[src/hw/rtl/sfr_pkg.sv]
// ----------------------------------------------------------------------------
// Serial frame receiver package
// Shared constants, item types and the CRC-8 byte step for the receiver.
// ----------------------------------------------------------------------------
package sfr_pkg;

  // Longest frame position; lengths above this are rejected.
  localparam int MaxFrame = 64;
  localparam logic [6:0] MaxFrameW = 7'(MaxFrame);

  // CRC-8 generator polynomial, MSB first.
  localparam logic [7:0] CrcPoly = 8'hD5;

  // Reset values of the two sync byte registers.
  localparam logic [7:0] SyncPrimaryReset   = 8'd238;
  localparam logic [7:0] SyncSecondaryReset = 8'd200;

  // Configuration register indexes.
  localparam logic CfgSyncPrimary   = 1'b0;
  localparam logic CfgSyncSecondary = 1'b1;

  // Frame status codes.
  typedef enum logic [1:0] {
    STATUS_GOOD     = 2'd0,
    STATUS_CRC_BAD  = 2'd1,
    STATUS_LEN_BAD  = 2'd2,
    STATUS_OVERFLOW = 2'd3
  } frame_status_t;

  // One input item.
  typedef struct packed {
    logic       clear_counts;
    logic [7:0] rx_byte;
  } in_item_t;

  // One result item.
  typedef struct packed {
    logic          byte_in_frame;
    logic [7:0]    data_byte;
    logic [6:0]    byte_index;
    logic          frame_end;
    frame_status_t frame_status;
    logic [6:0]    frame_length;
    logic [15:0]   good_frames;
    logic [15:0]   bad_frames;
  } result_t;

  // One byte of CRC-8: eight shift steps on the combined value.
  function automatic logic [7:0] crc8_step(input logic [7:0] crc, input logic [7:0] b);
    logic [7:0] c;
    c = crc ^ b;
    for (int k = 0; k < 8; k++) begin
      if (c[7]) begin
        c = {c[6:0], 1'b0} ^ CrcPoly;
      end else begin
        c = {c[6:0], 1'b0};
      end
    end
    return c;
  endfunction

endpackage

[src/hw/rtl/sfr_in_stage.sv]
// ----------------------------------------------------------------------------
// Serial frame receiver input stage
// Registers one input item and hands it on when the next stage advances.
// ----------------------------------------------------------------------------
module sfr_in_stage (
  input  logic              clk,
  input  logic              rst,
  input  logic              in_valid,
  output logic              in_ready,
  input  sfr_pkg::in_item_t in_item,
  input  logic              advance,
  output logic              held_valid,
  output sfr_pkg::in_item_t held_item
);
  import sfr_pkg::*;

  // The register may load when empty or when its item moves on this cycle.
  assign in_ready = !held_valid || advance;

  // Valid flag.
  always_ff @(posedge clk) begin
    if (rst) begin
      held_valid <= 1'b0;
    end else if (in_ready) begin
      held_valid <= in_valid;
    end
  end

  // Payload.
  always_ff @(posedge clk) begin
    if (in_ready && in_valid) begin
      held_item <= in_item;
    end
  end

endmodule

[src/hw/rtl/sfr_core.sv]
// ----------------------------------------------------------------------------
// Serial frame receiver core
// Sync hunt, length check, CRC-8 and frame counters for one byte per cycle while advance is high.
// ----------------------------------------------------------------------------
module sfr_core (
  input  logic              clk,
  input  logic              rst,
  input  logic              cfg_we,
  input  logic              cfg_index,
  input  logic [7:0]        cfg_data,
  input  logic              advance,
  input  sfr_pkg::in_item_t item,
  output sfr_pkg::result_t  result
);
  import sfr_pkg::*;

  logic        sync_primary;
  logic        sync_secondary;
  logic [7:0]  sync_primary_q;
  logic [7:0]  sync_secondary_q;
  logic        frame_active;
  logic        frame_active_next;
  logic [6:0]  write_position;
  logic [6:0]  write_position_next;
  logic [6:0]  expected_length;
  logic [6:0]  expected_length_next;
  logic [7:0]  running_crc;
  logic [7:0]  running_crc_next;
  logic [15:0] good_counter;
  logic [15:0] good_counter_next;
  logic [15:0] bad_counter;
  logic [15:0] bad_counter_next;
  logic [15:0] good_shown;
  logic [15:0] bad_shown;
  logic        hunt;
  logic        is_sync;
  logic        is_last;
  logic [7:0]  b;

  assign b = item.rx_byte;
  assign sync_primary   = (b == sync_primary_q);
  assign sync_secondary = (b == sync_secondary_q);
  assign is_sync = sync_primary || sync_secondary;
  assign is_last = {1'b0, write_position} >= ({1'b0, expected_length} + 8'd1);

  // Configuration registers.
  always_ff @(posedge clk) begin
    if (rst) begin
      sync_primary_q   <= SyncPrimaryReset;
      sync_secondary_q <= SyncSecondaryReset;
    end else if (cfg_we) begin
      unique case (cfg_index)
        CfgSyncPrimary:   sync_primary_q   <= cfg_data;
        CfgSyncSecondary: sync_secondary_q <= cfg_data;
        default:          sync_primary_q   <= sync_primary_q;
      endcase
    end
  end

  // Frame logic for the byte in the input register.
  always_comb begin
    frame_active_next    = frame_active;
    write_position_next  = write_position;
    expected_length_next = expected_length;
    running_crc_next     = running_crc;
    good_shown           = good_counter;
    bad_shown            = bad_counter;
    hunt                 = 1'b0;
    result               = '0;
    result.data_byte     = b;
    result.frame_status  = STATUS_GOOD;

    if (!frame_active) begin
      hunt = 1'b1;
    end else if (write_position >= MaxFrameW) begin
      // Overflow: abandon the frame and look at this byte as a sync.
      result.frame_end     = 1'b1;
      result.frame_status  = STATUS_OVERFLOW;
      result.frame_length  = expected_length;
      frame_active_next    = 1'b0;
      write_position_next  = '0;
      expected_length_next = '0;
      running_crc_next     = '0;
      hunt                 = 1'b1;
    end else if (write_position == 7'd1) begin
      // Length byte.
      if (b != 8'd0 && b <= 8'(MaxFrame)) begin
        expected_length_next = b[6:0];
        result.byte_in_frame = 1'b1;
        result.byte_index    = 7'd1;
        result.frame_length  = b[6:0];
        write_position_next  = 7'd2;
      end else begin
        result.frame_end     = 1'b1;
        result.frame_status  = STATUS_LEN_BAD;
        frame_active_next    = 1'b0;
        write_position_next  = '0;
        expected_length_next = '0;
        running_crc_next     = '0;
      end
    end else begin
      // Frame body or CRC byte.
      result.byte_in_frame = 1'b1;
      result.byte_index    = write_position;
      result.frame_length  = expected_length;
      if (is_last) begin
        result.frame_end = 1'b1;
        if (running_crc == b) begin
          result.frame_status = STATUS_GOOD;
          if (good_counter != 16'hFFFF) begin
            good_shown = good_counter + 16'd1;
          end
        end else begin
          result.frame_status = STATUS_CRC_BAD;
          if (bad_counter != 16'hFFFF) begin
            bad_shown = bad_counter + 16'd1;
          end
        end
        frame_active_next    = 1'b0;
        write_position_next  = '0;
        expected_length_next = '0;
        running_crc_next     = '0;
      end else begin
        running_crc_next    = crc8_step(running_crc, b);
        write_position_next = write_position + 7'd1;
      end
    end

    // A sync byte while hunting opens a new frame.
    if (hunt && is_sync) begin
      frame_active_next    = 1'b1;
      write_position_next  = 7'd1;
      expected_length_next = '0;
      running_crc_next     = '0;
      result.byte_in_frame = 1'b1;
      result.byte_index    = '0;
      if (!result.frame_end) begin
        result.frame_length = '0;
      end
    end

    result.good_frames = good_shown;
    result.bad_frames  = bad_shown;

    // Counters clear after this byte's result has been formed.
    good_counter_next = item.clear_counts ? 16'd0 : good_shown;
    bad_counter_next  = item.clear_counts ? 16'd0 : bad_shown;
  end

  // Frame state.
  always_ff @(posedge clk) begin
    if (rst) begin
      frame_active    <= 1'b0;
      write_position  <= '0;
      expected_length <= '0;
      running_crc     <= '0;
      good_counter    <= '0;
      bad_counter     <= '0;
    end else if (advance) begin
      frame_active    <= frame_active_next;
      write_position  <= write_position_next;
      expected_length <= expected_length_next;
      running_crc     <= running_crc_next;
      good_counter    <= good_counter_next;
      bad_counter     <= bad_counter_next;
    end
  end

endmodule

[src/hw/rtl/sfr_out_stage.sv]
// ----------------------------------------------------------------------------
// Serial frame receiver output stage
// Holds one result item until the downstream side takes it.
// ----------------------------------------------------------------------------
module sfr_out_stage (
  input  logic             clk,
  input  logic             rst,
  input  logic             load_valid,
  output logic             can_load,
  input  sfr_pkg::result_t load_item,
  output logic             out_valid,
  input  logic             out_ready,
  output sfr_pkg::result_t out_item
);
  import sfr_pkg::*;

  // Free when empty or when the held item leaves this cycle.
  assign can_load = !out_valid || out_ready;

  // Valid flag.
  always_ff @(posedge clk) begin
    if (rst) begin
      out_valid <= 1'b0;
    end else if (can_load) begin
      out_valid <= load_valid;
    end
  end

  // Payload.
  always_ff @(posedge clk) begin
    if (can_load && load_valid) begin
      out_item <= load_item;
    end
  end

endmodule

[src/hw/rtl/serial_frame_receiver_crc8_unit.sv]
// ----------------------------------------------------------------------------
// Serial frame receiver with CRC-8
// An accepted item is held in the input register, and its result in the result register.
// Throughput: one item per cycle unless the result stream stalls; the byte-wide
// CRC step and frame logic sit between the input register and the result register.
// Reset (rst, synchronous): frame state and counters clear, sync registers
// return to 238 and 200, both item registers empty.
// ----------------------------------------------------------------------------
module serial_frame_receiver_crc8_unit (
  input  logic        clk,
  input  logic        rst,
  // Configuration write port.
  input  logic        cfg_we,
  input  logic        cfg_index,
  input  logic [7:0]  cfg_data,
  // Input stream.
  input  logic        s_axis_tvalid,
  output logic        s_axis_tready,
  input  logic [15:0] s_axis_tdata,   // rx_byte[7:0], clear_counts[8], zero[15:9]
  // Result stream.
  output logic        m_axis_tvalid,
  input  logic        m_axis_tready,
  output logic [55:0] m_axis_tdata,   // data_byte[7:0], byte_index[14:8],
                                      // frame_status[16:15], frame_length[23:17],
                                      // good_frames[39:24], bad_frames[55:40]
  output logic        m_axis_tlast,   // frame_end
  output logic        m_axis_tuser    // byte_in_frame
);
  import sfr_pkg::*;

  in_item_t in_item;
  in_item_t held_item;
  logic     held_valid;
  logic     can_load;
  logic     advance;
  result_t  core_result;
  result_t  out_item;

  assign in_item.rx_byte      = s_axis_tdata[7:0];
  assign in_item.clear_counts = s_axis_tdata[8];

  // The held item moves on when the output register can take it.
  assign advance = held_valid && can_load;

  sfr_in_stage u_in (
    .clk        (clk),
    .rst        (rst),
    .in_valid   (s_axis_tvalid),
    .in_ready   (s_axis_tready),
    .in_item    (in_item),
    .advance    (can_load),
    .held_valid (held_valid),
    .held_item  (held_item)
  );

  sfr_core u_core (
    .clk       (clk),
    .rst       (rst),
    .cfg_we    (cfg_we),
    .cfg_index (cfg_index),
    .cfg_data  (cfg_data),
    .advance   (advance),
    .item      (held_item),
    .result    (core_result)
  );

  sfr_out_stage u_out (
    .clk        (clk),
    .rst        (rst),
    .load_valid (held_valid),
    .can_load   (can_load),
    .load_item  (core_result),
    .out_valid  (m_axis_tvalid),
    .out_ready  (m_axis_tready),
    .out_item   (out_item)
  );

  // Pack the result item onto the stream.
  assign m_axis_tdata = {out_item.bad_frames, out_item.good_frames, out_item.frame_length,
                         out_item.frame_status, out_item.byte_index, out_item.data_byte};
  assign m_axis_tlast = out_item.frame_end;
  assign m_axis_tuser = out_item.byte_in_frame;

  // The input side stalls only behind a stalled result.
  a_stall_cause: assert property (@(posedge clk) disable iff (rst)
    !s_axis_tready |-> (m_axis_tvalid && !m_axis_tready))
    else $error("input stalled without a stalled result");

  // Both item registers are empty after reset.
  a_reset_empty: assert property (@(posedge clk)
    rst |=> (!m_axis_tvalid && !s_axis_tready == 1'b0))
    else $error("item registers not empty after reset");

  // A byte outside a frame has index zero.
  a_index_idle: assert property (@(posedge clk) disable iff (rst)
    (m_axis_tvalid && !m_axis_tuser) |-> (m_axis_tdata[14:8] == 7'd0))
    else $error("byte index set outside a frame");

  // Status is only reported at the end of a frame.
  a_status_end: assert property (@(posedge clk) disable iff (rst)
    (m_axis_tvalid && !m_axis_tlast) |-> (m_axis_tdata[16:15] == STATUS_GOOD))
    else $error("frame status set without frame end");

endmodule
[config.mk]
export PLATFORM = sky130hd
export DESIGN_NAME = serial_frame_receiver_crc8_unit
export DESIGN_NICKNAME = d
export VERILOG_FILES = /design/src/hw/rtl/sfr_pkg.sv /design/src/hw/rtl/sfr_in_stage.sv /design/src/hw/rtl/sfr_core.sv /design/src/hw/rtl/sfr_out_stage.sv /design/src/hw/rtl/serial_frame_receiver_crc8_unit.sv
export SDC_FILE = /design/constraint.sdc
export NUM_CORES = 1
export LEC_CHECK = 0
export BUFFER_PORTS_ARGS = -buffer_cell sky130_fd_sc_hd__buf_2
export CORE_MARGIN = 2
export CORE_UTILIZATION = 65
export CTS_BUF_LIST = sky130_fd_sc_hd__clkbuf_4 sky130_fd_sc_hd__clkbuf_8
export DETAILED_ROUTE_END_ITERATION = 10
export PLACE_DENSITY = 0.88
export SLEW_MARGIN = 25
export SYNTH_ARGS = -nofsm -noshare
export SYNTH_HDL_FRONTEND = slang
export SYNTH_HIERARCHICAL = 1
export SYNTH_SLANG_ARGS = --single-unit
[constraint.sdc]
create_clock -name clk -period 7.9 [get_ports clk]
set_input_delay 1.185 -clock clk [delete_from_list [all_inputs] [get_ports clk]]
set_output_delay 1.185 -clock clk [all_outputs]
set_load 0.05 [all_outputs]
# Word level (Yosys, flattened, before mapping)
# Index checks and enable logic that the tools add are counted.
# op_classes
n_lt_le_gt_ge	3
bitwise_logic	11
addsub	4
reduce_logical	18
muxes	88
n_eq_ne	7
# op_table
op	count
8-bit 2-to-1 mux	42
16-bit 2-to-1 mux	14
7-bit 2-to-1 mux	13
5-bit inverter	8
16-bit by 1-bit adder with 16-bit output (second input constant)	2
16-bit inequality test (second input constant)	2
8-bit == test	3
10-bit 2-to-1 mux	2
17-bit 2-to-1 mux	1
1-bit 2-to-1 mux	13
7-bit by 1-bit adder with 8-bit output (second input constant)	1
7-bit by 8-bit >= comparator with 1-bit output	1
8-bit by 7-bit less-or-equal comparator with 1-bit output (second input constant)	1
8-bit nonzero test	1
8-bit bitwise XOR	1
7-bit by 1-bit adder with 7-bit output (second input constant)	1
7-bit by 1-bit == test with 1-bit output (second input constant)	1
7-bit >= comparator (second input constant)	1
3-bit 2-to-1 mux	2
2-bit AND reduction	3
3-bit AND reduction	2
1-bit logical AND	4
4-bit by 3-bit inequality test with 1-bit output (second input constant)	1
4-bit nonzero test	1
6 further kinds	10
# word_totals
in_bits	30
word_cells	151
ff_bits	140
out_inout_bits	60

# Longest topological paths before layout
# logic_depth
ltp_word	50
ltp_mapped	13

# Cells and area by module
# Netlist, hierarchy kept.
# modules_own_cells
module	seq_area_each_um2	area_per_inst_um2	instances	cells_per_inst
sfr_core	1421.4	5068.6	1	668
sfr_out_stage	1761.7	1796.7	1	63
sfr_in_stage	290.3	325.3	1	14
serial_frame_receiver_crc8_unit	0.0	6.3	1	1

# Worst setup path after synthesis
# Ideal clock, no wire load.
# synth_timing
path_kind	register to register
startpoint	register u_core.expected_length[2]
endpoint	register u_out/out_item[1] (netlist name)
path_stages_with_launch	12
arrival_ps	2506
slack_ps	5135
t_required_ps	7640
period_less_slack_ps	2765
setup_ps	260
n_path_buf	1
cell_sequence	dfxtp_1 > and4_1 > nand2_1 > xor2_1 > ha_1 > a21o_1 > a211oi_1 > o21ai_0 > and3_1 > clkbuf_1 > nand2_1 > mux2_2
# synth_rtl
item	line_no	source
from (decl)	sfr_core.sv:25	logic [6:0] expected_length;
from (signal assigned)	sfr_core.sv:162	expected_length <= expected_length_next;

# Worst setup path after layout
# layout_timing
startpoint	input m_axis_tready
endpoint	register u_core.write_position[2]
# layout_via
elab_chain_len	3
# layout_lines
item	line_no	source
from (decl)	serial_frame_receiver_crc8_unit.sv:22	input logic m_axis_tready,
1-bit logical OR	sfr_out_stage.sv:18	assign can_load = !out_valid || out_ready;
named net can_load	serial_frame_receiver_crc8_unit.sv:34	logic can_load;
1-bit logical AND	serial_frame_receiver_crc8_unit.sv:43	assign advance = held_valid && can_load;
named net advance	serial_frame_receiver_crc8_unit.sv:35	logic advance;
2-bit AND reduction (no source line)	--	
to (signal assigned)	sfr_core.sv:161	write_position <= write_position_next;
to (decl)	sfr_core.sv:23	logic [6:0] write_position;
# The timed path passes the listed nets, and every way through them passes these cells.
# A chain may end at the register's enable or synchronous reset.

==> results.tsv <==
metric	value	unit
timing.slew.headroom	25.0	%
final.fill_count	729	
number_of_buffer_and_inverter_instances_along_the_worst_setup_path	2	
leakage	2.83	nW
core.rowCount	38	
die_x	109	um
rsz_0062_raised_after_global_routing	false	
power.density	198	nW/um2
cts_inserted_buffers	17	
ys_seq_elements	140	
htree_num_levels	4	
timing_max_transition_violations_final	0	
crit_path_top_delay_cell	sky130_fd_sc_hd__nor4_4	
power.switching_fraction	26.9	%
timing.final.crit_period	3.43	ns
cp.required	8.25	ns
dieArea	11900	um2
grt_remaining_overflow	0	
root_buffer	sky130_fd_sc_hd__clkbuf_8	
irDropWorstVdd	0.000132	V
synth_flop_cell	sky130_fd_sc_hd__dfxtp_1	
synth.net_count	790	
clock_path_buffers	2	
number_of_synthesized_flops_with_an_enable_pin	67	
critical-path-top-delay-family	simple AND/OR/NAND/NOR gates	
path_cells	buf_2, nand2b_4, and2_1, inv_1, nor4_4, nand3b_1, a31oi_1	
drt_iter0_drc	555	
max_cap_viol_count	0	
type_of_the_worst_setup_path	input port to register	
grt_max_degree	69	
actual_transition_at_the_worst_max_transition_pin	1.12	ns
initial_utilization	66.4	%
gpl.final_weighted_congestion	0.880	
holdCritPathClass	register to register	
synth_sequential_area_ratio	48.3	%
area.growth.synth_to_final	9.96	%
vias	5832	
detail_route.vias_per_cell	6.16	
holdWs	0.472	ns
core_region_area	10800	um2
post_cts_gate_resize_count	0	
port-buffer-count	82	
die_height	109	um
period_utilisation_layout	43.4	%
drive_above_1_share	18.2	%
crit_fanout	23	
yosys_warnings	6	
grt_util_all_layers	27.5	%
fin_nets	838	
ant_nets	0	
async_flop_share	0	%
diodes	0	
setup_viol	0	
top_level_ports	90	
crit_arrival	3.78	ns
use_met2	47.7	%
grt_antenna_before_repair	0	
number_of_clock_sinks_seen_by_cts	140	
dp_hpwl	10500	um
final-hold-violation-count	0	
synth.lib_cells_used.distinct	72	
avgRoutedWirePerCell	16.7	um
critPathMaxStageDelay	0.79	ns
p_clk_share	36.8	%
switching_power	421	uW
busiest_layer	met2	
use_met3	4.90	%
number_of_global_route_vias_before_repair	5506	
status	finished, final reports clean	
detail_route.drc_violations	0	
global_route.usage.met1	32.1	%
combPwrFrac	11.9	%
critPathLaunchType	input port	
cts_hold_buffers	0	
cts_tree	done	
timing.setup.tns	0	ns
power_report.internal_total	1.14	mW
worst_skew_pair_later_pin_latency	0.44	ns
gate_count_of_the_mapped_netlist	746	
syn_avg_cell_area	9.65	um2
grt_first_pass_wirelength	25600	um
critPathCaptureType	register	
syn_area	7200	um2
max_freq	0.292	GHz
worst_clk_skew	0.0107	ns
seq_power_share	51.3	%
postCtsSetupRepairBufs	0	
clk_pin_slew	0.08	ns
drt_first_pass_iters	7	
route.final.wire_length	15900	um
-- worst register-to-register path: cells and delay by family (launching register included) --
family / cells / cell delay, ns
xor+xnor: 1 / 0.15
compound gates: 4 / 0.96
fa+ha+maj: 1 / 0.29
flops: 1 / 0.43
simple gates: 5 / 1.38
-- through the flow --
step,setup WS [ns],cells,utilization [%],instance area (um2),total power [mW]
after floorplan,5.13,746,-,7200,0.963
after detailed placement,3.81,915,69.2,7500,1.00
after global routing,4.26,947,73.0,7910,1.61
after CTS,4.25,947,72.9,7910,1.57
after global placement,3.85,915,69.2,7500,0.996
final,4.47,947,73.0,7910,1.56
-- layer usage --
layer / wire length (um) / share of wire, %
met5: 0 / 0
met3: 966 / 6.1
met1: 6170 / 39
met2: 8220 / 52
met4: 498 / 3.1
-- cell type report --
class	count	area, um2	share of cell area [%]
clock buffer	21	283	3.57
clock inverter	11	119	1.50
inverter	16	60.1	0.759
multi-input combinational	536	3390	42.8
sequential	140	3470	43.9
tap	140	175	2.21
timing repair buffer	83	418	5.28
-- state kept, by name, indices dropped and copies added, names as in the netlist --
register / count
u_core/running_crc: 8
u_in/held_valid: 1
u_out/out_item: 58
u_core/write_position: 7
u_core/frame_active: 1
u_core/sync_primary_q: 8
u_core/bad_counter: 16
u_in/held_item: 9
u_core/sync_secondary_q: 8
u_out/out_valid: 1
u_core/good_counter: 16
u_core/expected_length: 7
-- logic make-up (layout without fill, tap and decap cells) --
family	after synthesis	in the layout	share of synthesized area, %
fa+ha+maj	14	14	2.43
compound gates	142	142	12.1
buf+inv	70	131	4.90
xor+xnor	72	72	9.13
flops	140	140	48.3
simple gates	304	304	22.7
other cells	1	1	0.0521
mux	3	3	0.452
-- worst paths after layout --
path	startpoint	end	slack (ns)	depth (start not counted)
setup / recovery	m_axis_tready	u_core/write_position[2]	4.47	7
hold / removal	u_core/sync_primary_q[0]	u_core/sync_primary_q[0]	0.47	2
setup reg to reg	u_core/expected_length[2]	u_core/running_crc[6]	4.60	11
hold reg to reg	u_core/sync_primary_q[0]	u_core/sync_primary_q[0]	0.47	2
-- layout by cell type (no fill, tap or decap), drive strengths merged, types with 3 or more instances in the layout --
cell	n
xor2	16
or4	6
a21oi	52
ha	14
o21a	3
a31o	3
nand3b	8
buf	83
nand3	44
and3	7
inv	16
nand2b	7
nand2	95
clkinv	5
or3	13
nor2	55
and2	12
o21ai	31
nor3	13
a21o	4
dfxtp	73
and4	5
nor4	9
clkbuf	21
a22oi	10
nand4	15
nor2b	8
a211oi	6
xnor2	56
a31oi	18
edfxtp	67
clkinvlp	4
-- power by group through the flow --
stage | registers, mW | logic, mW | clock network [mW]
after floorplan | 0.854 | 0.109 | 0
after global placement | 0.818 | 0.178 | 0
after detailed placement | 0.819 | 0.182 | 0
after CTS | 0.803 | 0.183 | 0.583
after global routing | 0.806 | 0.199 | 0.607
final | 0.803 | 0.186 | 0.575
-- Yosys cell counts (all sizes together), types with 14 or more instances --
cell type  instances  area share, %
nand4             15            1.5
edfxtp            67             28
nor2              55            2.9
ha                14            2.4
clkbuf            28            1.5
dfxtp             73             20
a31oi             18            1.6
a21oi             52            3.7
xor2              16            2.2
buf               24            2.3
nand2             95            5.0
xnor2             56            6.9
nand3             44            3.1
o21ai             31            2.2
inv               16           0.83
No activity file was read; power rests on OpenSTA's default activity.
